--- src/sv/gbe_pkg.sv ---
// shared types, constants and kernel table for the 5x5 blur
`timescale 1ns / 1ps
package gbe_pkg;
    localparam int MAX_WIDTH = 1024;
    localparam int COL_W = $clog2(MAX_WIDTH);
    localparam int RING_ROWS = 8;
    localparam int RING_W = $clog2(RING_ROWS);
    localparam int ADDR_W = RING_W + COL_W;
    localparam int ROW_W = 13;
    localparam int WID_W = 11;
    localparam int HGT_W = 13;
    localparam int SUM_W = 16;
    localparam int WT_W = 8;
    localparam int PIX_W = 8;

    typedef struct packed {
        logic [ROW_W-1:0] row;
        logic [COL_W-1:0] col;
        logic             last;
    } job_t;

    typedef struct packed {
        logic [PIX_W-1:0] blurred;
        logic             frame_end;
    } res_t;

    typedef struct packed {
        logic idle;
    } be_stat_t;

    function automatic logic [3:0] kern_weight(input logic [2:0] dy, input logic [2:0] dx);
        logic [1:0] r;
        logic [1:0] c;
        logic [3:0] k;
        r = (dy > 3'd2) ? 2'(3'd4 - dy) : dy[1:0];
        c = (dx > 3'd2) ? 2'(3'd4 - dx) : dx[1:0];
        case ({r, c})
            4'b0000: k = 4'd2;
            4'b0001: k = 4'd4;
            4'b0010: k = 4'd5;
            4'b0100: k = 4'd4;
            4'b0101: k = 4'd9;
            4'b0110: k = 4'd12;
            4'b1000: k = 4'd5;
            4'b1001: k = 4'd12;
            4'b1010: k = 4'd15;
            default: k = 4'd0;
        endcase
        return k;
    endfunction
endpackage

--- src/sv/gbe_front.sv ---
// front end: accepts requests, stores pixels, issues output jobs
`timescale 1ns / 1ps
module gbe_front
    import gbe_pkg::*;
(
    input  logic              clk,
    input  logic              rst_n,
    input  logic              push,
    input  logic              kind,
    input  logic [PIX_W-1:0]  pixel,
    output logic              full,
    input  logic [WID_W-1:0]  w_eff,
    input  logic [HGT_W-1:0]  h_eff,
    input  logic              jq_full,
    input  logic              jq_empty,
    input  be_stat_t          be_stat,
    output logic              mem_wr_en,
    output logic [ADDR_W-1:0] mem_wr_addr,
    output logic [PIX_W-1:0]  mem_wr_data,
    output logic              job_push,
    output job_t              job
);
    logic [COL_W-1:0] in_col_reg, in_col_next;
    logic [ROW_W-1:0] in_row_reg, in_row_next;
    logic [COL_W-1:0] out_col_reg, out_col_next;
    logic [ROW_W-1:0] out_row_reg, out_row_next;
    logic             done_reg, done_next;
    logic             hold_reg, hold_next;
    logic             accept;
    logic             do_write;
    logic             ready;
    logic             last;
    logic [ROW_W:0]   ny;
    logic [COL_W+1:0] nx;
    logic [ROW_W:0]   orow2;
    logic [COL_W+1:0] ocol2;
    logic [COL_W:0]   icol1;
    logic [ROW_W:0]   irow1;
    logic [COL_W:0]   ocol1;
    logic [ROW_W:0]   orow1;

    assign full = jq_full || hold_reg;
    assign accept = push && !full;
    assign do_write = accept && !kind && !done_reg;
    assign mem_wr_en = do_write;
    assign mem_wr_addr = {in_row_reg[RING_W-1:0], in_col_reg};
    assign mem_wr_data = pixel;

    assign icol1 = {1'b0, in_col_reg} + 1'b1;
    assign irow1 = {1'b0, in_row_reg} + 1'b1;
    assign ocol1 = {1'b0, out_col_reg} + 1'b1;
    assign orow1 = {1'b0, out_row_reg} + 1'b1;
    assign orow2 = {1'b0, out_row_reg} + 2'd2;
    assign ocol2 = {2'b0, out_col_reg} + 2'd2;

    always_comb
    begin
        in_col_next = in_col_reg;
        in_row_next = in_row_reg;
        done_next = done_reg;
        if (do_write)
        begin
            if (icol1 >= w_eff)
            begin
                in_col_next = '0;
                if (irow1 >= {1'b0, h_eff})
                begin
                    in_row_next = '0;
                    done_next = 1'b1;
                end
                else
                begin
                    in_row_next = irow1[ROW_W-1:0];
                end
            end
            else
            begin
                in_col_next = icol1[COL_W-1:0];
            end
        end
        ny = (orow2 < {1'b0, h_eff}) ? orow2 : ({1'b0, h_eff} - 1'b1);
        nx = (ocol2 < {1'b0, w_eff}) ? ocol2 : ({1'b0, w_eff} - 1'b1);
        ready = done_next || ({1'b0, in_row_next} > ny)
            || (({1'b0, in_row_next} == ny) && ({2'b0, in_col_next} > nx));
        last = (ocol1 >= w_eff) && (orow1 >= {1'b0, h_eff});
        out_col_next = out_col_reg;
        out_row_next = out_row_reg;
        hold_next = hold_reg;
        if (hold_reg && jq_empty && be_stat.idle)
        begin
            hold_next = 1'b0;
        end
        if (accept && ready)
        begin
            if (ocol1 >= w_eff)
            begin
                out_col_next = '0;
                out_row_next = last ? '0 : orow1[ROW_W-1:0];
            end
            else
            begin
                out_col_next = ocol1[COL_W-1:0];
            end
            if (last)
            begin
                in_col_next = '0;
                in_row_next = '0;
                done_next = 1'b0;
                hold_next = 1'b1;
            end
        end
    end

    assign job_push = accept && ready;
    assign job.row = out_row_reg;
    assign job.col = out_col_reg;
    assign job.last = last;

    always_ff @(posedge clk or negedge rst_n)
    begin
        if (!rst_n)
        begin
            in_col_reg <= '0;
            in_row_reg <= '0;
            out_col_reg <= '0;
            out_row_reg <= '0;
            done_reg <= 1'b0;
            hold_reg <= 1'b0;
        end
        else
        begin
            in_col_reg <= in_col_next;
            in_row_reg <= in_row_next;
            out_col_reg <= out_col_next;
            out_row_reg <= out_row_next;
            done_reg <= done_next;
            hold_reg <= hold_next;
        end
    end
endmodule

--- config.mk ---
export PLATFORM = sky130hd
export DESIGN_NAME = gbe_front
export DESIGN_NICKNAME = d
export VERILOG_FILES = /design/src/sv/gbe_pkg.sv /design/src/sv/gbe_front.sv
export SDC_FILE = /design/constraint.sdc
export NUM_CORES = 1
export LEC_CHECK = 0
export BUFFER_PORTS_ARGS = -buffer_cell sky130_fd_sc_hd__buf_2
export CAP_MARGIN = 20
export CORE_UTILIZATION = 40
export CTS_CLUSTER_DIAMETER = 80
export DETAILED_ROUTE_END_ITERATION = 8
export HOLD_SLACK_MARGIN = 0.03
export PLACE_DENSITY = 0.68
export RECOVER_POWER = 50
export SLEW_MARGIN = 30
export SYNTH_ARGS = -nofsm -noshare
export SYNTH_HDL_FRONTEND = slang
export SYNTH_SLANG_ARGS = --single-unit
export TNS_END_PERCENT = 5
--- constraint.sdc ---
create_clock -name clk -period 6.7 [get_ports clk]
set_input_delay 0.335 -clock clk [delete_from_list [all_inputs] [get_ports clk]]
set_output_delay 0.335 -clock clk [all_outputs]
set_load 0.1 [all_outputs]
==> metrics list, run 1 <==
* Diodes inserted: 0
* Final setup fails: 0
* Detailed-routing iteration count for the pre-antenna-repair pass: 5
- Average cell area after synthesis: 8.34 sq um
- Antenna violations before repair: 0
- In this run, synthesis produced a sequential element count of 48.
- Once detail routing completed, the nets flagged for antenna violations numbered 0.
- Fraction of the mapped netlist area in simple logic gates: 21.2%
- The worst-case IR drop observed on VDD is 0.0000952 V.
* Synth unique cells: 61
- For this run, asynchronously set or reset flops after synthesis account for 100%.
- Synth area leaders: ha_1 (21%), dfrtp_1 (19%), xnor2_1 (5.8%)
- Global routing finished with a remaining overflow of 0.
* Total wire length after detailed routing: 15600 um
- 87 I/O pins were placed.
- The count of final max-slew check failures was 49.
* Clock tree from TritonCTS: built
- The worst setup path is captured at an output pin.
* Area growth syn-to-layout: 9.87%
* Net count, final: 930
* First-iteration detailed-routing DRC count: 258
- Clock tree root driver cell: clkbuf_16
* Data required time at the worst endpoint: 6.36 ns
- At the worst endpoint, the arrival time is 5.86 ns.
- Summing the areas of all compound-gate instances in the mapped netlist gives 20.6% of the synthesized area.
- Setup repair after global routing left no endpoint under its margin.
* Die Y: 126 um
- The final reports fail on capacitance limit, slew limit.
- During placement, the flow inserted port buffers numbering 70.
- CTS buffer count: 5
* Multiplexer area fraction after synthesis: 2.01%
- Final period util: 92.4%
- After synthesis, the largest area contributor takes up 20.9% of total cell area.
* Total power divided by cell area: 152 mW/mm^2
- Between clock sinks in the finished design, the worst skew comes to 0.00649 ns.
- Placer's final routability congestion estimate: 0.885
* Clock latency of the later-clocked register in the worst-skew pair: 0.30 ns
* Synthesized net count: 882
* Max-slew headroom at the worst pin: -82.2%
* Count of unresolved DRC violations after routing: 0
* Clk pin slew, worst setup/hold paths: 0.07 ns
- In this run the cell area of the synthesized design comes to 0.00617 sq mm.
- Average via count per standard cell: 5.58
- In the final timing run, aggregate negative setup slack is 0 ns.
- Hold violation total from the final report: 0
* Measured slew at the worst slew-check pin: 2.73 ns
- Vias after detailed routing: 5454
- In the global route stage, met3 resource usage came out at 2.55%.
- Across the run, the number of max-cap violations was 1.
- Seq/Total Area, Yosys: 19.5%
- Subtracting the final worst setup slack from the clock period gives 6.19 ns.
* Kind of critical path: reg2out
* Largest driver fanout on the critical path: 17
* Routed wire length per instance: 16.0 um
- Entering global routing, the biggest net connects 49 pins.
- Fmax: 162 MHz
* Leak pwr: 3.44 nW
* Adder-Cell Fraction of Synth Area: 20.9%
* Share of cells above drive strength 1: 11.7%
- Clock Tree Buf Depth: 2
* Met1 demand-to-capacity share in global routing: 27.8%
- For this design, the sink count on the clock tree is 48.
* Worst hold margin: 0.348 ns
* Worst min path class: in2reg
- Yosys mapped a number of flops with a built-in enable equal to 0.
* Largest family of logic cells by synthesized area: simple AND/OR/NAND/NOR gates
- In this run the standard cell core region covers 0.0151 sq mm.
* Cell row count: 45
- Post-synthesis xor/xnor area fraction: 9.94%
- Overall fraction of global-route tracks in use: 20.2%
- Of all cell types, the one taking the most synthesized area is ha_1.
- Depth of the CTS H-tree: 2
- Hold-fix buffer count after cts: 0
- Met2 global-route usage: 33.4%
* Half-perimeter wire length after placement: 12500 um
- In this run the most used layer during global routing was met2.
* Startpoint Class: flop
- The die is 126 um wide.
* Gate count after technology mapping: 740
- For this configuration, the core starts out at a cell density of 40.7%.
- The floorplan step defined a die boundary enclosing 0.0159 sq mm.
- Count of warnings emitted by yosys: 0
- The run finished, with violations left.
- The via count of the first global-routing pass was 5194.
- Global-route wire length before repair: 25900 um
* Dominant synthesized flop cell: dfrtp_1
layout by cell type (no fill, tap or decap), drive strengths merged, types with 14 or more instances in the layout:
cell type / count
ha: 103
nand2: 62
o21ai: 59
buf: 59
dfrtp: 48
nor2: 42
xnor2: 41
inv: 41
nand3: 35
xor2: 29
and2: 26
clkbuf: 24
a21oi: 22
nand2b: 18
and3: 14
nand4: 14
metal layers:
layer | vias up | share of wire [%] | routed length [um]
met4 | 0 | 1.2 | 188
met1 | 2555 | 49 | 7600
met2 | 117 | 46 | 7200
met5 | - | 0 | 0
li1 | 2772 | - | -
met3 | 10 | 3.9 | 612
final timing paths:
check	depth (start not counted)	slack, ns	to	startpoint
min	4	0.35	hold_reg$_DFF_PN0_	jq_empty
max in group asynchronous	2	4.15	out_row_reg[3]$_DFFE_PN0P_	rst_n
max reg2reg	22	0.64	in_row_reg[6]$_DFF_PN0_	in_row_reg[0]$_DFF_PN0_
min reg2reg	2	0.55	hold_reg$_DFF_PN0_	hold_reg$_DFF_PN0_
max	23	0.51	job_push	in_row_reg[0]$_DFF_PN0_
min in group asynchronous	2	0.99	in_row_reg[3]$_DFF_PN0_	rst_n
cell type report:
class                   count  area [sq um]
clock buffers               7           153
clock inverters             1          30.0
fillers                  1500          8370
inverters                  42           158
multi-input cells         615          4620
flip-flops and latches     48          1200
well taps                 188           235
repair buffers             76           387
power by group:
group	total [W]	switching (W)	internal (W)
Combinational	0.000382	0.000268	0.000114
Clock	0.000315	0.000118	0.000197
Sequential	0.000336	0.0000307	0.000306
Total	0.00103	0.000416	0.000616
timing repair:
item / 4_1_cts / 5_1_grt
setup endpoints to repair: 0 / 22
gates resized for setup: 0 / 2
setup buffers: 0 / 0
through the flow:
stage | util [%] | instances | area, sq um | worst slack [ns] | power [W]
after floorplan | - | 740 | 6170 | 0.678 | 0.000652
after global placement | 43.7 | 969 | 6610 | 0.516 | 0.000720
after detailed placement | 43.7 | 969 | 6620 | 0.418 | 0.000724
after CTS | 44.9 | 977 | 6800 | 0.295 | 0.00104
after global routing | 44.8 | 977 | 6780 | 0.0884 | 0.00109
final | 44.8 | 977 | 6780 | 0.510 | 0.00103
cells by family (layout without fill, tap and decap cells):
group / Yosys count / count (layout)
AO/OA/AOI/OAI: 175 / 175
XOR/XNOR: 70 / 70
adder cells (fa/ha/maj): 103 / 103
buffers and inverters: 77 / 126
flip-flops: 48 / 48
multiplexers: 12 / 12
AND/OR/NAND/NOR: 255 / 255
synth_stat cells, drive strengths merged (10+ instances only):
cell and n:
o31ai 12, a21o 11, and3 14, dfrtp 48, and2 26, nand3 35, clkbuf 12, nand2b 18
nor3 12, buf 23, nand4 14, nand2 62, o21ai 59, nor2 42, xor2 29, nor2b 12
inv 41, xnor2 41, ha 103, a22o 10, a21oi 22
critical path, cell delays in order, from the launching register on:
cell and delay, ns:
dfrtp_1 0.48, and3_1 0.21, nand3_2 0.15, nor2_1 0.27
nand3_1 0.21, nor2_1 0.18, xor2_1 0.25, ha_1 0.30
a21o_1 0.18, a21oi_1 0.22, o311a_1 0.22, nand2_1 0.14
nor2_1 0.50, a22o_1 0.26, ha_1 0.15, nand3_1 0.08
o221ai_1 0.19, a21o_1 0.13, a21oi_1 0.06, a32o_1 0.24
o221ai_4 0.43, nand3_2 0.31, inv_1 0.19, buf_12 0.19
Note: power is estimated with default switching activity, not from simulation.
==> run 2, diff against run 1 <==
CORE_UTILIZATION = 55   (was 40)
PLACE_DENSITY = 0.86   (was 0.68)
==> metrics list, run 2 (synthesized netlist as in run 1, its figures left out) <==
* Outcome: finished with violations
- Failing checks: capacitance limit, slew limit
* Total power divided by cell area: 140 mW/mm^2 (-7.8%)
* Critical path data arrival time: 5.86 ns (about the same)
- Clock tree from TritonCTS: built
- Global-route wire length before repair: 24100 um (-7.3%)
- The number of search-and-repair iterations in the first detailed-routing pass came to 5 (unchanged).
- The post-route DRC violation count was 0 (unchanged).
- Clock Tree Buf Depth: 2 (unchanged)
* Via count of the first global-routing pass: 5059 (-2.6%)
- Cell type group with the largest total delay on the critical path: simple AND/OR/NAND/NOR gates
- The worst setup path is captured at an output pin.
* Clk pin slew, worst setup/hold paths: 0.09 ns (+0.02 ns)
* Final period util: 92.5% (about the same)
- Cells along the critical path: and3_1 > nand3_2 > nor2_1 > nand3_1 > nor2_1 > xor2_1 > ha_1 > a21o_1 > a21oi_1 > o311a_1 > nand2_1 > nor2_1 > a22o_1 > ha_1 > nand3_1 > o221ai_1 > a21o_1 > a21oi_1 > a32o_1 > o221ai_4 > nand3_2 > inv_1 > buf_12
- Kind of critical path: reg2out
- Vias after detailed routing: 5625 (+3.1%)
- The count of nets left with antenna violations after detail routing is 0 (unchanged).
- The total net switching power is 0.000401 W (-3.6%).
- Commonest non-fill, non-tap cell in the layout: ha_1
- Final-layout fill cell count: 951 (-37%)
- The worst setup path is launched from a flop.
- The peak supply drop is 0.000125 V (+31%).
* Launching point of the worst reg2reg path: in_row_reg[0]$_DFF_PN0_
- The required time at the endpoint of the critical path came to 6.36 ns (about the same).
- Final setup fails: 0 (unchanged)
- Most used cells in the layout excluding fill and tap cells: ha_1 (103), nand2_1 (61), o21ai_0 (57)
- The number of clock buffers inserted by TritonCTS came to 5 (unchanged).
- Worst min path class: in2reg
- Average via count per standard cell: 6.06 (+8.6%)
- The hold violation total from the final report came to 0 (unchanged).
- The post-route setup TNS is 0 ns (unchanged).
- The combinational share of power was 41.0% (+4.0 points).
* Net count, final: 929 (-0.11%)
- Largest driver fanout on the critical path: 17 (unchanged)
- The aggregate global-route resource usage is 26.0% (+5.8 points).
- Switching Fraction: 43.1% (+2.8 points)
* Min cycle time layout: 6.20 ns (+0.00506 ns)
* Depth of the CTS H-tree: 2 (unchanged)
- The detailed-route wire length per cell was 16.2 um (+1.2%).
- Clock tree synthesis selected as its root buffer the cell clkbuf_8.
- Area growth syn-to-layout: 7.52%
- The cell leakage power was 3.40 nW (-1.2%).
* Worst Reg-to-Reg Cells: 22 (unchanged)
* Standard cell core area: 0.0109 sq mm (-28%)
- Unrepaired setup endpoints after global routing: no
* Cell with the largest stage delay on the worst path: dfrtp_1
- The transition at the pin with the smallest max-transition slack came to 2.66 ns (-0.0719 ns).
- The HPWL after detailed placement came to 11800 um (-5.3%).
- The timing-limited maximum frequency came to 161 MHz (about the same).
* Number of primary I/O pins: 87 (unchanged)
* Number of pins with negative max-slew slack in the final report: 49 (unchanged)
* First-iteration detailed-routing DRC count: 338 (+31%)
* Starting density of the core: 56.7% (+16 points)
- The power share of the clock group came to 23.0% (-7.5 points).
* Clock sink count: 48 (unchanged)
- Diodes inserted: 0 (unchanged)
- Proportion of power drawn by flip-flops and latches: 36.0% (+3.4 points)
- In this run the worst setup path begins at in_row_reg[0]$_DFF_PN0_.
* Number of maximum-capacitance constraint violations: 1 (unchanged)
- Count of input and output buffers: 70 (unchanged)
- The overall die width is 108 um (-14%).
- In this run the most critical hold path is launched from jq_empty.
* Max-slew headroom at the worst pin: -77.4% (+4.8 points)
* Hold path depth: 4 (unchanged)
* Cell with the most instances on the worst path: nor2_1
- Number of setup buffers added after CTS: 0 (unchanged)
- Total wire length after detailed routing: 15000 um (-3.8%)
* Cell row count: 38 (-16%)
* Share of cells above drive strength 1: 11.3% (-0.37 points)
* Die area: 0.0116 sq mm (-27%)
* Placer's final routability congestion estimate: 0.945 (+6.8%)
* Clock latency of the later-clocked register in the worst-skew pair: 0.31 ns (about the same)
- Crit path largest cell delay: 0.53 ns (+0.03 ns)
- The number of antenna violations at the first check in global routing came to 0 (unchanged).
- Internal Power: 0.000530 W (-14%)
- The pin count of the biggest net entering global routing was 49 (unchanged).
- The worst hold margin is 0.365 ns (+0.0175 ns).
- Worst path bufs/invs: 2 (unchanged)
- The total overflow reported by the global router is 0 (unchanged).
- Maximum clock skew at final layout: 0.00537 ns (-0.00113 ns)
* Total power: 0.000931 W (-9.8%)
* Die Y: 108 um (-14%)
- The total number of cells along the worst setup path was 23 (unchanged).
run 2: layer usage:
layer  part of all wire [%]  track usage, %
met5                      0               0
met4                    2.6            7.53
met3                    5.7            2.85
met2                     44            41.2
met1                     47            37.2
run 2: worst register-to-register path, cell delays in order, from the launching register on:
cell,delay [ns]
dfrtp_1,0.53
and3_1,0.22
nand3_2,0.15
nor2_1,0.30
nand3_1,0.21
nor2_1,0.17
xor2_1,0.23
ha_1,0.29
a21o_1,0.19
a21oi_1,0.19
o311a_1,0.21
nand2_1,0.15
nor2_1,0.49
a22o_1,0.25
ha_1,0.15
nand3_1,0.09
o221ai_1,0.19
a21o_1,0.13
a21oi_1,0.06
a32o_1,0.24
o221ai_4,0.43
nand3_1,0.63
and2_1,0.40
run 2: path summary, 6_finish.rpt:
path	end	slack, ns
setup / recovery	job_push	0.50
hold / removal	hold_reg$_DFF_PN0_	0.37
setup reg to reg	in_row_reg[2]$_DFF_PN0_	0.69
hold reg to reg	done_reg$_DFF_PN0_	0.57
max in group asynchronous	out_col_reg[0]$_DFFE_PN0P_	4.25
min in group asynchronous	in_row_reg[2]$_DFF_PN0_	0.95
run 2: final cells by class:
class                   count  area, sq um  area share (%)
repair buffers             74          372            5.60
flip-flops and latches     48         1200            18.1
inverters                  42          158            2.38
clock buffers               6         72.6            1.09
well taps                 140          175            2.64
clock inverters             2         35.0           0.528
multi-input cells         616         4620            69.7
run 2: power by group through the flow:
stage / clock network (W) / registers (W) / logic (W)
after floorplan: 0 / 0.000437 / 0.000215
after global placement: 0 / 0.000340 / 0.000373
after detailed placement: 0 / 0.000340 / 0.000379
after CTS: 0.000214 / 0.000335 / 0.000383
after global routing: 0.000229 / 0.000339 / 0.000415
final: 0.000214 / 0.000335 / 0.000382
run 2: what timing repair did:
action	4_1_cts	5_1_grt
gates resized for setup	0	2
hold buffers	0	0
setup endpoints to repair	0	1
run 2: per-stage QoR:
| stage | cells | utilization, % | cell area [sq um] | setup WS (ns) |
|---|---|---|---|---|
| 6_report | 928 | 60.9 | 6640 | 0.505 |
| 5_1_grt | 928 | 60.9 | 6640 | 0.138 |
| 4_1_cts | 927 | 61.0 | 6650 | 0.440 |
| 3_5_place_dp | 919 | 60.1 | 6540 | 0.627 |
| 2_1_floorplan | 740 | - | 6170 | 0.678 |
| 3_3_place_gp | 919 | 60.1 | 6540 | 0.745 |
==> run 3, diff against run 2 <==
PLACE_DENSITY = not set   (was 0.86)
PLACE_DENSITY_LB_ADDON = 0.05   (was not set)
==> metrics list, run 3 (synthesized netlist as in run 1, its figures left out) <==
- Detailed-routing iteration count for the pre-antenna-repair pass: 5 (unchanged)
- Global-route wire length before repair: 26100 um (+8.4%)
* Die area: 0.0116 sq mm (unchanged)
- The count of vias placed by the detailed router came to 5674 (+0.87%).
- Overall fraction of global-route tracks in use: 28.4% (+2.5 points)
- The number of DRC markers after the initial detailed-route iteration was 356 (+5.3%).
* Final setup fails: 0 (unchanged)
- Worst min path class: in2reg
- The total area of sequential cells was 0.00120 sq mm (unchanged).
* Most used cells in the layout excluding fill and tap cells: ha_1 (103), nand2_1 (61), o21ai_0 (57)
- Outcome: finished with violations
* Clock Tree Buf Depth: 2 (unchanged)
* Fin Setup TNS: 0 ns (unchanged)
- Setup repair after global routing left no endpoint under its margin.
* Hold path depth: 4 (unchanged)
- The effective utilization at floorplan is 56.7% (unchanged).
- The share of the clock period used by the worst path after layout came to 92.4% (about the same).
- Leaving out fill and tap cells, the most frequent cell in the layout is ha_1.
* Clk pin slew, worst setup/hold paths: 0.09 ns (about the same)
- The number of sinks driven by the clock tree is 48 (unchanged).
- Clock tree from TritonCTS: built
* Maximum clock skew at final layout: 0.00863 ns (+0.00327 ns)
* Cell row count: 38 (unchanged)
- The number of clock buffers inserted by TritonCTS was 5 (unchanged).
- The timing-limited maximum frequency was 162 MHz (about the same).
- Count of unresolved DRC violations after routing: 0 (unchanged)
* Largest driver fanout on the critical path: 17 (unchanged)
* Antenna violations before repair: 0 (unchanged)
- Crit Reg-Reg Endpoint: in_row_reg[6]$_DFF_PN0_
* Smallest setup slack after layout: 0.510 ns (+0.00490 ns)
- The worst relative slew slack came to -78.3% (-0.91 points).
* Number of primary I/O pins: 87 (unchanged)
* Launching point of the worst reg2reg path: in_row_reg[0]$_DFF_PN0_
- The number of levels the H-tree was split into was 2 (unchanged).
- The area after detailed placement was 0.00654 sq mm (unchanged).
- Horizontal die dimension: 108 um (unchanged)
- Total power: 0.000936 W (+0.52%)
* Kind of critical path: reg2out
* Average via count per standard cell: 6.11 (+0.87%)
- The latest clock arrival within the worst-skew pair was 0.33 ns (+0.02 ns).
* Hold-fix buffer count after cts: 0 (unchanged)
- Half-perimeter wire length after placement: 12800 um (+8.4%)
* Critical path data arrival time: 5.86 ns (about the same)
- Worst slack, placed: 0.442 ns (-0.185 ns)
- The detailed-route wire length per cell was 17.2 um (+6.3%).
* Total power divided by cell area: 141 mW/mm^2 (+0.52%)
- Clock tree root driver cell: clkbuf_8
- The share of post-route cells with drive strength above 1 is 11.3% (unchanged).
* Hold Crit Endpoint: hold_reg$_DFF_PN0_
- The final design instance area without fill came to 0.00664 sq mm (unchanged).
- The total wire length after detailed routing is 15900 um (+6.3%).
* Hold violation total from the final report: 0 (unchanged)
- Beginning of the worst hold path: jq_empty
- Count of input and output buffers: 70 (unchanged)
- The minimum period implied by the final worst setup slack was 6.19 ns (-0.00490 ns).
- The area used by multi-input combinational logic came to 0.00462 sq mm (unchanged).
- Measured slew at the worst slew-check pin: 2.67 ns (+0.0136 ns)
- Placer's final routability congestion estimate: 0.899 (-4.9%)
* Remaining global-route overflow: 0 (unchanged)
- The cell leakage power was 3.40 nW (about the same).
- The length in cells of the worst reg-to-reg path is 22 (unchanged).
* Final-layout fill cell count: 1025 (+7.8%)
- The share of the core filled with cells is 60.9% (unchanged).
* Die Y: 108 um (unchanged)
- Number of maximum-capacitance constraint violations: 1 (unchanged)
- STA classifies the critical path startpoint as a flop.
- The via count of the first global-routing pass is 5285 (+4.5%).
- The synthesis-to-finish area growth came to 7.52% (unchanged).
- The worst setup path is captured at an output pin.
* Post-DRT Antenna Nets: 0 (unchanged)
* Number of pins with negative max-slew slack in the final report: 49 (unchanged)
- The area of the core was 0.0109 sq mm (unchanged).
- Largest net degree at the start of global routing: 49 (unchanged)
* Diodes inserted: 0 (unchanged)
- IR Drop Worst-Case VDD: 0.000276 V (+120%)
- Net count, final: 929 (unchanged)
* Failing checks: capacitance limit, slew limit
- Data required time at the worst endpoint: 6.36 ns (about the same)
* Reg2reg setup slack: 0.67 ns (-0.02 ns)
run 3: changes by cell type in the layout (fill, tap and decap cells not counted):
cell     change
nor2_2       +1
nor2b_1      +1
nor2_1       -1
nor2b_2      -1
run 3: per-layer routing:
metal / up-vias / wire length [um] / track usage (%)
met5: - / 0 / 0
met4: 0 / 210 / 5.68
met3: 19 / 870 / 4.12
met2: 163 / 7110 / 44.3
met1: 2710 / 7760 / 41.5
li1: 2782 / - / -
run 3: repair_timing:
item                                    in CTS  in global routing
endpoints found under the hold margin        0                  0
buffers inserted                             0                  0
endpoints found under the setup margin       0                 22
resized for setup                            0                  3
run 3: layout make-up:
class,count,share of cell area [%]
Inverter,42,2.38
Sequential cell,48,18.1
Tap cell,140,2.64
Clock buffer,6,1.09
Clock inverter,2,0.528
Multi-Input combinational cell,616,69.7
Timing Repair Buffer,74,5.60
run 3: how the worst max path moves through the flow:
stage / from / endpoint / slack [ns]
after floorplan: out_col_reg[2]$_DFFE_PN0P_ / job_push / 0.68
after global placement: out_row_reg[2]$_DFFE_PN0P_ / in_row_reg[6]$_DFF_PN0_ / 0.71
after detailed placement: in_col_reg[0]$_DFF_PN0_ / in_row_reg[4]$_DFF_PN0_ / 0.44
after CTS: in_col_reg[0]$_DFF_PN0_ / job_push / 0.27
after global routing: out_row_reg[2]$_DFFE_PN0P_ / job_push / 0.11
final: in_row_reg[0]$_DFF_PN0_ / job_push / 0.51
run 3: power breakdown:
group / total (W) / internal [W] / switching (W)
Combinational: 0.000380 / 0.000114 / 0.000266
Sequential: 0.000335 / 0.000305 / 0.0000297
Clock: 0.000221 / 0.000111 / 0.000110
run 3: through the flow:
stage	hold slack (ns)	cells
CTS	0.108	927
detailed placement	0.488	919
finish	0.300	928
global placement	0.479	919
floorplan	0.0394	740
global route	0.297	928
run 3: worst max-delay path, cell delays in order, from the launching register on:
cell	delay (ns)
dfrtp_1	0.47
ha_1	0.25
and3_1	0.21
nand3_1	0.18
inv_1	0.11
nand3_1	0.20
nor2_1	0.21
xor2_1	0.30
ha_1	0.18
nand3_1	0.10
o311a_1	0.39
and2_1	0.31
a21o_1	0.23
a22o_1	0.24
ha_1	0.28
nand3_1	0.09
o221ai_1	0.20
a21o_1	0.14
a21oi_1	0.06
a32o_1	0.25
o221ai_4	0.42
nand3_2	0.31
inv_1	0.19
buf_12	0.19
