File: src/sv/gbe_pkg.sv
// shared types, constants and kernel table for the 5x5 blur
`timescale 1ns / 1ps
package gbe_pkg;
    localparam int MAX_WIDTH = 1024;
    localparam int COL_W = $clog2(MAX_WIDTH);
    localparam int RING_ROWS = 8;
    localparam int RING_W = $clog2(RING_ROWS);
    localparam int ADDR_W = RING_W + COL_W;
    localparam int ROW_W = 13;
    localparam int WID_W = 11;
    localparam int HGT_W = 13;
    localparam int SUM_W = 16;
    localparam int WT_W = 8;
    localparam int PIX_W = 8;

    typedef struct packed {
        logic [ROW_W-1:0] row;
        logic [COL_W-1:0] col;
        logic             last;
    } job_t;

    typedef struct packed {
        logic [PIX_W-1:0] blurred;
        logic             frame_end;
    } res_t;

    typedef struct packed {
        logic idle;
    } be_stat_t;

    function automatic logic [3:0] kern_weight(input logic [2:0] dy, input logic [2:0] dx);
        logic [1:0] r;
        logic [1:0] c;
        logic [3:0] k;
        r = (dy > 3'd2) ? 2'(3'd4 - dy) : dy[1:0];
        c = (dx > 3'd2) ? 2'(3'd4 - dx) : dx[1:0];
        case ({r, c})
            4'b0000: k = 4'd2;
            4'b0001: k = 4'd4;
            4'b0010: k = 4'd5;
            4'b0100: k = 4'd4;
            4'b0101: k = 4'd9;
            4'b0110: k = 4'd12;
            4'b1000: k = 4'd5;
            4'b1001: k = 4'd12;
            4'b1010: k = 4'd15;
            default: k = 4'd0;
        endcase
        return k;
    endfunction
endpackage

File: src/sv/gbe_back.sv
// back end: walks the 25 taps, accumulates, divides by in-frame weight
`timescale 1ns / 1ps
module gbe_back
    import gbe_pkg::*;
(
    input  logic              clk,
    input  logic              rst_n,
    input  logic              jq_empty,
    input  job_t              jq_data,
    output logic              jq_pop,
    input  logic [WID_W-1:0]  w_eff,
    input  logic [HGT_W-1:0]  h_eff,
    output logic [ADDR_W-1:0] rd_addr,
    input  logic [PIX_W-1:0]  rd_data,
    input  logic              outq_full,
    output logic              res_push,
    output res_t              res,
    output be_stat_t          stat
);
    localparam logic [2:0] ST_IDLE = 3'd0;
    localparam logic [2:0] ST_TAP  = 3'd1;
    localparam logic [2:0] ST_ACC  = 3'd2;
    localparam logic [2:0] ST_DIV  = 3'd3;
    localparam logic [2:0] ST_PUSH = 3'd4;

    logic [2:0]       state_reg, state_next;
    job_t             job_reg;
    logic [2:0]       dy_reg, dx_reg;
    logic             vld_d_reg;
    logic [3:0]       k_d_reg;
    logic [SUM_W-1:0] sum_reg;
    logic [WT_W-1:0]  wt_reg;
    logic [WT_W-1:0]  rem_reg;
    logic [4:0]       cnt_reg;
    logic [ROW_W:0]   yf;
    logic [COL_W+1:0] xf;
    logic [ROW_W:0]   y;
    logic [COL_W+1:0] x;
    logic             in_frame;
    logic [WT_W:0]    rem_sh;
    logic             ge;

    assign yf = {1'b0, job_reg.row} + {{(ROW_W-2){1'b0}}, dy_reg};
    assign xf = {2'b0, job_reg.col} + {{(COL_W-1){1'b0}}, dx_reg};
    assign y = yf - 2'd2;
    assign x = xf - 2'd2;
    assign in_frame = (yf >= 2) && (y < {1'b0, h_eff}) && (xf >= 2) && (x < {1'b0, w_eff});
    assign rd_addr = {y[RING_W-1:0], x[COL_W-1:0]};
    assign rem_sh = {rem_reg, sum_reg[SUM_W-1]};
    assign ge = (rem_sh >= {1'b0, wt_reg});

    assign jq_pop = (state_reg == ST_IDLE) && !jq_empty;
    assign res_push = (state_reg == ST_PUSH) && !outq_full;
    assign res.blurred = (wt_reg == '0) ? '0 : sum_reg[PIX_W-1:0];
    assign res.frame_end = job_reg.last;
    assign stat.idle = (state_reg == ST_IDLE);

    always_comb
    begin
        state_next = state_reg;
        case (state_reg)
            ST_IDLE: if (!jq_empty) state_next = ST_TAP;
            ST_TAP:  if (dy_reg == 3'd4 && dx_reg == 3'd4) state_next = ST_ACC;
            ST_ACC:  state_next = ST_DIV;
            ST_DIV:  if (cnt_reg == 5'd15) state_next = ST_PUSH;
            ST_PUSH: if (!outq_full) state_next = ST_IDLE;
            default: state_next = ST_IDLE;
        endcase
    end

    always_ff @(posedge clk)
    begin
        case (state_reg)
            ST_IDLE:
            begin
                job_reg <= jq_data;
                dy_reg <= '0;
                dx_reg <= '0;
                sum_reg <= '0;
                wt_reg <= '0;
                vld_d_reg <= 1'b0;
            end
            ST_TAP, ST_ACC:
            begin
                if (dx_reg == 3'd4)
                begin
                    dx_reg <= '0;
                    dy_reg <= dy_reg + 1'b1;
                end
                else
                begin
                    dx_reg <= dx_reg + 1'b1;
                end
                vld_d_reg <= in_frame && (state_reg == ST_TAP);
                k_d_reg <= kern_weight(dy_reg, dx_reg);
                if (in_frame && state_reg == ST_TAP)
                begin
                    wt_reg <= wt_reg + {4'b0, kern_weight(dy_reg, dx_reg)};
                end
                if (vld_d_reg)
                begin
                    sum_reg <= sum_reg + SUM_W'(rd_data) * SUM_W'(k_d_reg);
                end
                rem_reg <= '0;
                cnt_reg <= '0;
            end
            ST_DIV:
            begin
                rem_reg <= ge ? WT_W'(rem_sh - {1'b0, wt_reg}) : rem_sh[WT_W-1:0];
                sum_reg <= {sum_reg[SUM_W-2:0], ge};
                cnt_reg <= cnt_reg + 1'b1;
            end
            default:
            begin
            end
        endcase
    end

    always_ff @(posedge clk or negedge rst_n)
    begin
        if (!rst_n)
        begin
            state_reg <= ST_IDLE;
        end
        else
        begin
            state_reg <= state_next;
        end
    end
endmodule

File: config.mk
export PLATFORM = sky130hd
export DESIGN_NAME = gbe_back
export DESIGN_NICKNAME = d
export VERILOG_FILES = /design/src/sv/gbe_pkg.sv /design/src/sv/gbe_back.sv
export SDC_FILE = /design/constraint.sdc
export NUM_CORES = 1
export LEC_CHECK = 0
export BUFFER_PORTS_ARGS = -buffer_cell sky130_fd_sc_hd__buf_2
export CAP_MARGIN = 25
export CELL_PAD_IN_SITES_DETAIL_PLACEMENT = 0
export CELL_PAD_IN_SITES_GLOBAL_PLACEMENT = 1
export CORE_AREA = 3 3 133 122
export CTS_CLUSTER_SIZE = 16
export DETAILED_ROUTE_END_ITERATION = 7
export DIE_AREA = 0 0 136 125
export PLACE_DENSITY_LB_ADDON = 0.1
export REMOVE_ABC_BUFFERS = 1
export SLEW_MARGIN = 0
export SYNTH_ARGS = -nofsm -noshare
export SYNTH_HDL_FRONTEND = slang
export SYNTH_SLANG_ARGS = --single-unit
File: constraint.sdc
create_clock -name clk -period 5.6 [get_ports clk]
set_clock_uncertainty 0.05 [all_clocks]
set_input_delay 0.56 -clock clk [delete_from_list [all_inputs] [get_ports clk]]
set_output_delay 0.56 -clock clk [all_outputs]
set_load 0.05 [all_outputs]
==> results of run 1 <==
## area by class of cell
| class | instances | area (µm²) |
|---|---|---|
| Fill cell | 1414 | 7060 |
| Multi-Input combinational cell | 527 | 4080 |
| Sequential cell | 75 | 2240 |
| Timing Repair Buffer | 92 | 498 |
| Inverter | 103 | 387 |
| Tap cell | 198 | 248 |
| Clock buffer | 10 | 229 |
| Clock inverter | 5 | 78.8 |
## worst min path at each step
stage / from / slack (ns) / endpoint
2_1_floorplan: rst_n / 0.21 / state_reg[0]
3_3_place_gp: rst_n / 0.31 / state_reg[0]
3_5_place_dp: rst_n / 0.31 / state_reg[2]
4_1_cts: jq_data[15] / 0.33 / job_reg[15]
5_1_grt: jq_data[0] / 0.33 / res[0]
6_report: jq_data[17] / 0.34 / job_reg[17]
## per-stage QoR
stage / hold slack [ns] / setup slack, ns / cell area [µm²] / total power [mW]
final: 0.340 / 0.535 / 7760 / 4.99
after floorplan: 0.214 / 0.385 / 6700 / 3.63
after CTS: 0.325 / 0.551 / 7720 / 5.00
after detailed placement: 0.311 / 0.597 / 7400 / 4.35
after global placement: 0.309 / 0.806 / 7390 / 4.30
after global routing: 0.333 / 0.191 / 7760 / 5.51
## routing by layer
| metal | vias up | track usage, % |
|---|---|---|
| met5 | - | 0 |
| met4 | 0 | 5.51 |
| met3 | 20 | 2.45 |
| met2 | 118 | 27.4 |
| met1 | 2482 | 25.9 |
| li1 | 2713 | - |
## synthesized netlist by cell type (3+ instances only)
cell / number / share of area (%)
inv_1: 101 / 5.6
ha_1: 73 / 13
edfxtp_1: 72 / 32
nor2_1: 62 / 3.4
nand2_1: 47 / 2.6
a21oi_1: 35 / 2.6
xnor2_1: 30 / 3.9
and2_1: 29 / 2.7
fa_1: 25 / 7.3
o21ai_0: 21 / 1.5
nor3_1: 17 / 1.2
xor2_1: 17 / 2.2
nand3_1: 13 / 0.95
o22ai_1: 13 / 1.2
nor2b_1: 12 / 1.1
a211oi_1: 11 / 1.2
mux2i_1: 10 / 1.5
clkbuf_1: 8 / 0.44
a21o_1: 7 / 0.77
and3_1: 7 / 0.64
o21a_1: 7 / 0.77
nand2b_1: 6 / 0.55
nand4_1: 6 / 0.55
nor4_1: 6 / 0.55
o31ai_1: 6 / 0.66
a31oi_1: 5 / 0.46
o21ai_1: 5 / 0.37
and3_2: 3 / 0.33
buf_2: 3 / 0.22
dfrtp_1: 3 / 1.1
o211ai_1: 3 / 0.33
o21bai_1: 3 / 0.33
or2_2: 3 / 0.28
## worst max-delay path, delay by kind of cell, from the launching register on
kind / cells / cell delay [ns]
buffers and inverters: 2 / 0.26
multiplexers: 1 / 0.23
flip-flops: 1 / 0.52
XOR/XNOR: 1 / 0.14
AND/OR/NAND/NOR: 3 / 0.59
AO/OA/AOI/OAI: 9 / 2.11
adder cells (fa/ha/maj): 3 / 0.87
## where the power goes
part	switching [mW]	internal [mW]	total, mW	leakage (nW)
registers	0.172	0.954	1.13	0.761
clock network	0.225	0.387	0.612	0.152
logic	1.96	1.29	3.25	2.58
total	2.36	2.63	4.99	3.50
## repair_timing
action,CTS,global route
endpoints found under the hold margin,3,0
gates resized for setup,0,0
hold buffers,1,0
setup buffers,0,0
## layout by cell type (no fill, tap or decap), types with 5 or more instances in the layout
master	count
a211oi_1	11
a21o_1	7
a21oi_1	35
a31oi_1	5
and2_1	29
and3_1	7
buf_2	86
clkbuf_16	9
edfxtp_1	72
fa_1	25
ha_1	73
inv_1	101
mux2i_1	10
nand2_1	47
nand2b_1	6
nand3_1	13
nand4_1	6
nor2_1	61
nor2b_1	12
nor3_1	16
nor4_1	6
o21a_1	7
o21ai_0	21
o21ai_1	5
o22ai_1	13
o31ai_1	6
xnor2_1	30
xor2_1	17
## cells by family (layout without fill, tap and decap cells)
kind of cell	count (synthesis)	in the layout	share of synthesized area (%)
simple gates	226	226	16.8
compound gates	146	146	14.6
buf+inv	120	210	7.52
fa+ha+maj	98	98	20.7
flops	75	75	32.8
xor+xnor	47	47	6.03
mux	10	10	1.47
==> summary.md, run 1 <==
| Metric | Value |
|---|---|
| Worst setup startpoint | dy_reg[0] |
| Placed insts | between 900 and 1k |
| WL per Instance | between 10 and 15 µm |
| Reg-to-Reg End | wt_reg[6] |
| Cells after Synth | 722 |
| Max-Slew Margin vs Limit | roughly 30% |
| TNS Setup | 0 ns |
| Initial drt markers | between 300 and 400 |
| Asr flop ratio synth | approximately 4.0% |
| Gr usage total | between 10% and 20% |
| CP Max Fanout | 9 |
| Ports | between 80 and 90 |
| Worst-path clk slew | 0.06 ns |
| TritonCTS clock tree | done |
| Routed wl met2 | between 6 and 7 mm |
| Seq cells post-synth | 75 |
| Worst Tran Pin Value | between 1 and 1.5 ns |
| First-pass GRT wire length | between 20 and 25 mm |
| Worst skew pair latency | 0.34 ns |
| Clock root cell | clkbuf_16 |
| Critical path launch point type | flop |
| CP endpoint | wt_reg[6] |
| Area growth syn-to-layout | 13.7% |
| Fmax | around 200 MHz |
| Reg2reg start | dy_reg[0] |
| Synth Area per Inst | 9.45 µm² |
| Wire length on met3 | between 600 and 700 µm |
| Final hold violation count | 0 |
| Post-synth EDFFs | ~70 |
| Post-synthesis cell area | between 6000 and 7000 µm² |
| Maximum vdd ir drop | between 0.3 and 0.4 mV |
| Clock tree sinks | 75 |
| Crit end category | flop |
| Critical-path top delay cell | edfxtp_1 |
| Clock buffer count from CTS | 9 |
| Total number of vias | between 5k and 6k |
| Layout net count | 966 |
| RePlAce Congestion | approximately 0.90 |
| Hpwl dp | 11.7 mm |
| Core Rows | 42 |
| Final core occ | 52.3% |
| Top layer reached by signal wires | met4 |
| Post-Route M1 WL | between 7 and 8 mm |
| H-tree Lvls | 3 |
| GRT overflow | 0 |
| Fin crit period | between 5 and 6 ns |
| Crit Path Class | flop to flop |
| I/O Buffers | between 80 and 90 |
| Cells along the critical path | ha_1, inv_1, fa_1, and2b_4, o2111a_1, a211oi_1, o31ai_1, and2_1, mux2i_1, xnor2_1, ha_1, a21oi_1, nor2b_1, a2111oi_0, o31ai_1, a311oi_2, o21ai_0, a31oi_1, buf_4 |
| Sequential-to-total area share from yosys stat | about a third |
| Leakage power | roughly 3.5 nW |
| Largest stage delay, worst path | roughly 0.52 ns |
| Ant diodes | 0 |
| Setup Viol. Count Final | 0 |
| Status | completed |
| Die Ht | ~130 µm |
| Largest register FFs | 23 |
| Synth warn | 0 |
| Final Non-Filler Cells | approximately 1.0k |
| Main synth FF type | edfxtp_1 |
| DRC errors left | 0 |
| Initial antenna violation count | 0 |
| Via/cell ratio | between 5 and 6 |
| Period Utilization, post-route | 90.4% |
| Required @ worst endpoint | around 5.6 ns |
| Detailed Routing Iterations Pass 1 | 5 |
| Pins Over Slew Limit | 0 |
| Die Wd | 136 µm |
| Die Footprint | roughly 17000 µm² |
| RSZ-0062 raised after global routing | no |
| Initial Util | 46.0% |
| DRT Wirelength | 14.7 mm |
| Critical Path AT | roughly 5 ns |
| Vias in the first global route | 5194 |
| Max clock buf depth | 2 |
| Core Area | 14800 µm² |
| Pwr dens | approximately 640 nW/µm² |
| R2R depth | 19 |
| Share of cells above drive strength 1 | ~15% |
| Largest net degree at the start of global routing | 28 |
| R2R setup slack | between 0.5 and 0.6 ns |
| Synth unique cells | 72 |
| Final ANT Viol Nets | 0 |
| Hold Crit Class | input port to flop |
| Max Cap Viol | 0 |
| WHS Path Cells | 1 |
Power figures use the tool's default switching activity.
==> inputs of run 2 (changes only) <==
--- a/config.mk
+++ b/config.mk
@@ -10,6 +10,7 @@
 export CELL_PAD_IN_SITES_DETAIL_PLACEMENT = 0
 export CELL_PAD_IN_SITES_GLOBAL_PLACEMENT = 1
 export CORE_AREA = 3 3 133 122
+export CTS_BUF_LIST = sky130_fd_sc_hd__clkbuf_16
 export CTS_CLUSTER_SIZE = 16
 export DETAILED_ROUTE_END_ITERATION = 7
 export DIE_AREA = 0 0 136 125
==> run 2 against run 1 <==
  * Register-to-register slack about the same
  * Final cell count stayed put
  * Core utilization is the same
  * Critical path type unchanged
  * Global-route usage unchanged
  * Largest cell class unchanged
  * Sequential cell count stayed put
  * Fmax barely moved
  * Sequential share of layout area unchanged
  * Critical endpoint unchanged
  * Highest routed layer unchanged
  * Routed wire length about the same
==> summary.md, run 2 (synthesis gave the netlist of run 1 again) <==
| Metric | Value |
|---|---|
| Initial Util | 46.0% (unchanged) |
| Worst Tran Pin Value | 1.05 ns (unchanged) |
| TritonCTS clock tree | done |
| Status | completed |
| Clk pwr share | 12.2% (about the same) |
| Cts repair resizes | 0 (unchanged) |
| Comb pwr share | 65.2% (about the same) |
| Initial antenna violation count | 0 (unchanged) |
| Crit end category | flop |
| Part of the power in registers | 22.6% (about the same) |
| Post-CTS Setup Inserts | 0 (unchanged) |
| Hpwl dp | 11.7 mm (unchanged) |
| # fillers | 1414 (unchanged) |
| Psw | 2.36 mW (about the same) |
| Vias in the first global route | 5194 (unchanged) |
| Required @ worst endpoint | 5.60 ns (about the same) |
| Critical path launch point type | flop |
| Worst skew pair latency | 0.34 ns (about the same) |
| Total number of vias | 5334 (+0.019%) |
| RePlAce Congestion | 0.900 (unchanged) |
| Pins Over Slew Limit | 0 (unchanged) |
| Detailed Routing Iterations Pass 1 | 5 (unchanged) |
| Period Utilization, post-route | 90.4% (about the same) |
| Design Area, Final | 7760 µm² (unchanged) |
| Most common cell after layout, fill and taps aside | inv_1 |
| DRT Wirelength | 14.7 mm (about the same) |
| Clock tree sinks | 75 (unchanged) |
| Clock root cell | clkbuf_16 |
| Fmax | 197 MHz (about the same) |
| Clock buffer count from CTS | 9 (unchanged) |
| Worst-path clk slew | 0.06 ns (about the same) |
| H-tree Lvls | 3 (unchanged) |
| Int Power | 2.63 mW (about the same) |
| Area growth syn-to-layout | 13.7% (unchanged) |
| RSZ-0062 raised after global routing | no |
| WL per Instance | 14.6 µm (about the same) |
| Gr usage total | 17.8% (unchanged) |
| Core Area | 14800 µm² (unchanged) |
| Max clock buf depth | 2 (unchanged) |
| I/O Buffers | 84 (unchanged) |
| Final ANT Viol Nets | 0 (unchanged) |
| CP Max Fanout | 9 (unchanged) |
| Largest register FFs | 23 (unchanged) |
| DRC errors left | 0 (unchanged) |
| Die Ht | 125 µm (unchanged) |
| Fin crit period | 5.06 ns (+0.0000250 ns) |
| Via/cell ratio | 5.28 (about the same) |
| Placed Instance Area | 7400 µm² (unchanged) |
| Hold Crit Class | input port to flop |
| Max-Slew Margin vs Limit | 30.2% (unchanged) |
| Share of cells above drive strength 1 | 15.4% (unchanged) |
| Maximum vdd ir drop | 0.373 mV (about the same) |
| Ports | 85 (unchanged) |
| Commonest cells after routing, fill and taps aside | inv_1, buf_2, ha_1 |
| Core Rows | 42 (unchanged) |
| Crit Path Class | flop to flop |
| Pwr dens | 644 nW/µm² (about the same) |
| R2R setup slack | 0.54 ns (about the same) |
| Final hold violation count | 0 (unchanged) |
| Worst hold margin | 0.340 ns (+0.0000690 ns) |
| Ant diodes | 0 (unchanged) |
| Initial drt markers | 311 (unchanged) |
| Max Cap Viol | 0 (unchanged) |
| Critical Path AT | 5.06 ns (about the same) |
| Die Footprint | 17000 µm² (unchanged) |
| Largest net degree at the start of global routing | 28 (unchanged) |
| Leakage power | 3.50 nW (+0.12%) |
| TNS Setup | 0 ns (unchanged) |
| GRT overflow | 0 (unchanged) |
| Setup Viol. Count Final | 0 (unchanged) |
| Layout net count | 966 (unchanged) |
| Net Sw Frac | 47.3% (about the same) |
| Die Wd | 136 µm (unchanged) |
| First-pass GRT wire length | 24.7 mm (unchanged) |
## run 2: cell count changes in the layout (fill, tap and decap cells not counted), sizes merged
| cell | previous run | this run |
|---|---|---|
| clkbuf | 10 | 9 |
| inv | 102 | 103 |
## run 2: per-stage QoR
step,setup slack [ns],std cells,total power [mW],util (%)
floorplan,0.385,705,3.63,-
global placement,0.806,990,4.30,49.9
detailed placement,0.597,991,4.35,49.9
CTS,0.551,1007,5.00,52.1
global route,0.191,1010,5.50,52.3
finish,0.535,1010,4.99,52.3
## run 2: repair_timing
action                                 CTS  global route
endpoints found under the hold margin    3             0
hold buffers                             1             0
setup endpoints to repair                0             0
## run 2: final timing paths
kind,endpoint,depth (start not counted),startpoint
worst max-delay path,wt_reg[6],19,dy_reg[0]
worst min-delay path,job_reg[17],1,jq_data[17]
worst max register to register,wt_reg[6],19,dy_reg[0]
worst min register to register,rem_reg[6],2,rem_reg[5]
max in group asynchronous,state_reg[1],2,rst_n
min in group asynchronous,state_reg[0],2,rst_n
## run 2: critical path, stage by stage (launching register included)
cell,delay [ns]
edfxtp_1,0.52
ha_1,0.23
inv_1,0.06
fa_1,0.38
and2b_4,0.29
o2111a_1,0.18
a211oi_1,0.11
o31ai_1,0.39
and2_1,0.24
mux2i_1,0.23
xnor2_1,0.14
ha_1,0.26
a21oi_1,0.17
nor2b_1,0.06
a2111oi_0,0.44
o31ai_1,0.18
a311oi_2,0.33
o21ai_0,0.12
a31oi_1,0.19
buf_4,0.20
## run 2: cell type report
cell class | count | area, µm² | share of cell area, %
inverters | 103 | 387 | 4.98
repair buffers | 92 | 498 | 6.42
well taps | 198 | 248 | 3.19
multi-input cells | 527 | 4080 | 52.6
clock buffers | 9 | 225 | 2.90
flip-flops and latches | 75 | 2240 | 28.8
clock inverters | 6 | 82.6 | 1.06
## run 2: metal layers
layer	GRT usage, %	part of all wire [%]
met1	25.9	49
met2	27.4	44
met3	2.45	4.6
met4	5.51	1.6
met5	0	0
## run 2: power groups by stage
| stage | clock network, mW | registers [mW] | logic, mW |
|---|---|---|---|
| 2_1_floorplan | 0 | 1.07 | 2.56 |
| 3_3_place_gp | 0 | 1.13 | 3.17 |
| 3_5_place_dp | 0 | 1.14 | 3.21 |
| 4_1_cts | 0.628 | 1.13 | 3.25 |
| 5_1_grt | 0.653 | 1.16 | 3.69 |
| 6_report | 0.610 | 1.13 | 3.25 |
==> inputs of run 3 (changes only) <==
==> config.mk (replaced) <==
export PLATFORM = sky130hd
export DESIGN_NAME = gbe_back
export DESIGN_NICKNAME = d
export VERILOG_FILES = /design/src/sv/gbe_pkg.sv /design/src/sv/gbe_back.sv
export SDC_FILE = /design/constraint.sdc
export NUM_CORES = 1
export LEC_CHECK = 0
export BUFFER_PORTS_ARGS = -buffer_cell sky130_fd_sc_hd__buf_4
export CAP_MARGIN = 25
export CELL_PAD_IN_SITES_DETAIL_PLACEMENT = 0
export CELL_PAD_IN_SITES_GLOBAL_PLACEMENT = 1
export CORE_AREA = 3 3 131 121
export CTS_BUF_LIST = sky130_fd_sc_hd__clkbuf_4 sky130_fd_sc_hd__clkbuf_8
export CTS_CLUSTER_SIZE = 16
export DETAILED_ROUTE_END_ITERATION = 7
export DIE_AREA = 0 0 134 124
export PLACE_DENSITY_LB_ADDON = 0.1
export REMOVE_ABC_BUFFERS = 1
export SLEW_MARGIN = 20
export SYNTH_ARGS = -nofsm -noshare
export SYNTH_HDL_FRONTEND = slang
export SYNTH_SLANG_ARGS = --single-unit
==> run 3 against run 2 <==
  * Critical path depth unchanged
  * First-iteration DRC count up 5.1%
  * Via count down 0.26%
  * Combinational power up 1%
  * Worst hold slack worse by 0.030 ns
==> summary.md, run 3 (synthesis gave the netlist of run 1 again) <==
| Metric | Value |
|---|---|
| Share of cells above drive strength 1 | 15.7% (+0.35 points) |
| Core Area | 14600 µm² (-1.8%) |
| RePlAce Congestion | 0.905 (+0.58%) |
| Final ANT Viol Nets | 0 (unchanged) |
| Final core occ | 53.9% (+1.6 points) |
| TNS Setup | 0 ns (unchanged) |
| Worst Tran Pin Value | 1.06 ns (+0.0168 ns) |
| Die Footprint | 16600 µm² (-2.3%) |
| Hold Crit Class | input port to flop |
| Clock root cell | clkbuf_8 |
| Max clock buf depth | 2 (unchanged) |
| Clock tree sinks | 75 (unchanged) |
| Max Cap Viol | 0 (unchanged) |
| Critical Path AT | 4.93 ns (-0.13 ns) |
| Largest register FFs | 23 (unchanged) |
| # fillers | 1399 (-1.1%) |
| Net Sw Frac | 48.5% (+1.2 points) |
| CP Max Fanout | 9 (unchanged) |
| Pins Over Slew Limit | 0 (unchanged) |
| Period Utilization, post-route | 87.4% (-3.1 points) |
| Core Rows | 42 (unchanged) |
| Initial drt markers | 327 (+5.1%) |
| Gr usage total | 18.5% (+0.71 points) |
| Pwr dens | 617 nW/µm² (-4.1%) |
| Reg2reg start | dy_reg[0] |
| Critical-path top delay cell | edfxtp_1 |
| Total number of vias | 5320 (-0.26%) |
| Placed insts | 993 (+0.20%) |
| Hpwl dp | 11.7 mm (+0.40%) |
| Final Non-Filler Cells | 1011 (+0.099%) |
| WHS Path Cells | 1 (unchanged) |
| Area growth syn-to-layout | 15.0% |
| Post-CTS Setup Inserts | 0 (unchanged) |
| Die Wd | 134 µm (-1.5%) |
| Worst-path clk slew | 0.09 ns (+0.03 ns) |
| Clk pwr share | 8.8% (-3.4 points) |
| Setup Viol. Count Final | 0 (unchanged) |
| Part of the power in registers | 23.3% (+0.7 points) |
| WL per Instance | 14.5 µm (-0.15%) |
| Largest stage delay, worst path | 0.53 ns (about the same) |
| Ports | 85 (unchanged) |
| First-pass GRT wire length | 24.6 mm (-0.31%) |
| Max-Slew Margin vs Limit | 28.9% (-1.3 points) |
| CP dominant cell by count | ha_1 |
| Vias in the first global route | 5126 (-1.3%) |
| Status | completed |
| Psw | 2.35 mW (-0.52%) |
| R2R setup slack | 0.71 ns (+0.17 ns) |
| Final hold violation count | 0 (unchanged) |
| Die Ht | 124 µm (-0.80%) |
| Comb pwr share | 68.0% (+2.8 points) |
| I/O Buffers | 84 (unchanged) |
| Cells along the critical path | ha_1, inv_1, fa_1, and2b_4, o2111a_1, a211oi_1, o31ai_2, and2_1, mux2i_1, xnor2_1, ha_1, a21oi_1, nor2b_1, a2111oi_0, o31ai_1, a311oi_2, o21ai_0, a31oi_1, buf_4 |
| Int Power | 2.50 mW (-5.2%) |
| Critical path launch point type | flop |
| Worst Hold Path EP | job_reg[11] |
| Fin crit period | 4.89 ns (-0.173 ns) |
| R2R depth | 19 (unchanged) |
| Most common cell after layout, fill and taps aside | inv_1 |
| Detailed Routing Iterations Pass 1 | 4 (-1) |
| TritonCTS clock tree | done |
| Initial Util | 46.9% (+0.83 points) |
| Ant diodes | 0 (unchanged) |
| Worst skew pair latency | 0.37 ns (+0.03 ns) |
| DRT Wirelength | 14.7 mm (about the same) |
| Reg-to-Reg End | wt_reg[6] |
| Fmax | 204 MHz (+3.5%) |
| Clock buffer count from CTS | 9 (unchanged) |
| Maximum vdd ir drop | 0.296 mV (-21%) |
| Initial antenna violation count | 0 (unchanged) |
| Delay-heaviest family, CP | compound AO/OA/AOI/OAI gates |
| GRT overflow | 0 (unchanged) |
| RSZ-0062 raised after global routing | no |
| DRC errors left | 0 (unchanged) |
| Buf/Inv on CP | 2 (unchanged) |
| Commonest cells after routing, fill and taps aside | inv_1, buf_4, ha_1 |
| Largest net degree at the start of global routing | 27 (-3.6%) |
| Layout net count | 966 (unchanged) |
| Leakage power | 3.51 nW (+0.13%) |
| Required @ worst endpoint | 5.64 ns (+0.04 ns) |
| Via/cell ratio | 5.26 (-0.36%) |
| H-tree Lvls | 3 (unchanged) |
| Crit Path Class | flop to flop |
| Hold path start | jq_data[11] |
| Crit end category | flop |
run 3: worst max-delay path by stage:
stage                         start         to  slack [ns]  depth (start not counted)
final                     dy_reg[0]  wt_reg[6]        0.71                         19
after global routing      dy_reg[0]  wt_reg[7]        0.11                         19
after CTS                 dy_reg[0]  wt_reg[0]        0.58                         19
after detailed placement  dy_reg[0]  wt_reg[4]        0.61                         19
after global placement    dy_reg[0]  wt_reg[6]        0.79                         19
after floorplan           dx_reg[0]  wt_reg[0]        0.39                         16
run 3: power groups by stage:
stage	Sequential, mW	Clock [mW]	Combinational, mW
2_1_floorplan	1.07	0	2.56
3_3_place_gp	1.13	0	3.24
3_5_place_dp	1.13	0	3.29
4_1_cts	1.12	0.436	3.32
5_1_grt	1.15	0.461	3.73
6_report	1.13	0.424	3.29
run 3: routing by layer:
metal  track usage [%]  wire length [µm]  vias up
met5                 0                 0        -
met2              29.1              6550       93
met4              5.59               191        0
met1              26.7              7480     2519
li1                  -                 -     2696
met3              2.46               478       12
run 3: per-stage QoR:
| stage | hold WS, ns | setup slack (ns) | power (mW) | area, µm² |
|---|---|---|---|---|
| 3_3_place_gp | 0.300 | 0.795 | 4.36 | 7610 |
| 3_5_place_dp | 0.301 | 0.615 | 4.42 | 7630 |
| 5_1_grt | 0.290 | 0.113 | 5.34 | 7850 |
| 4_1_cts | 0.289 | 0.576 | 4.88 | 7830 |
| 2_1_floorplan | 0.214 | 0.385 | 3.63 | 6700 |
| 6_report | 0.310 | 0.708 | 4.84 | 7850 |
run 3: area by class of cell:
cell class / count / area, µm² / area share, %
Clock buffer: 9 / 124 / 1.58
Clock inverter: 7 / 67.6 / 0.861
Inverter: 103 / 387 / 4.93
Multi-Input combinational cell: 527 / 4090 / 52.2
Sequential cell: 75 / 2240 / 28.5
Tap cell: 198 / 248 / 3.16
Timing Repair Buffer: 92 / 691 / 8.80
run 3: timing repair:
item / in CTS / in global routing
setup endpoints to repair: 0 / 8
gates resized for setup: 0 / 1
hold buffers: 1 / 0
hold endpoints to repair: 3 / 0
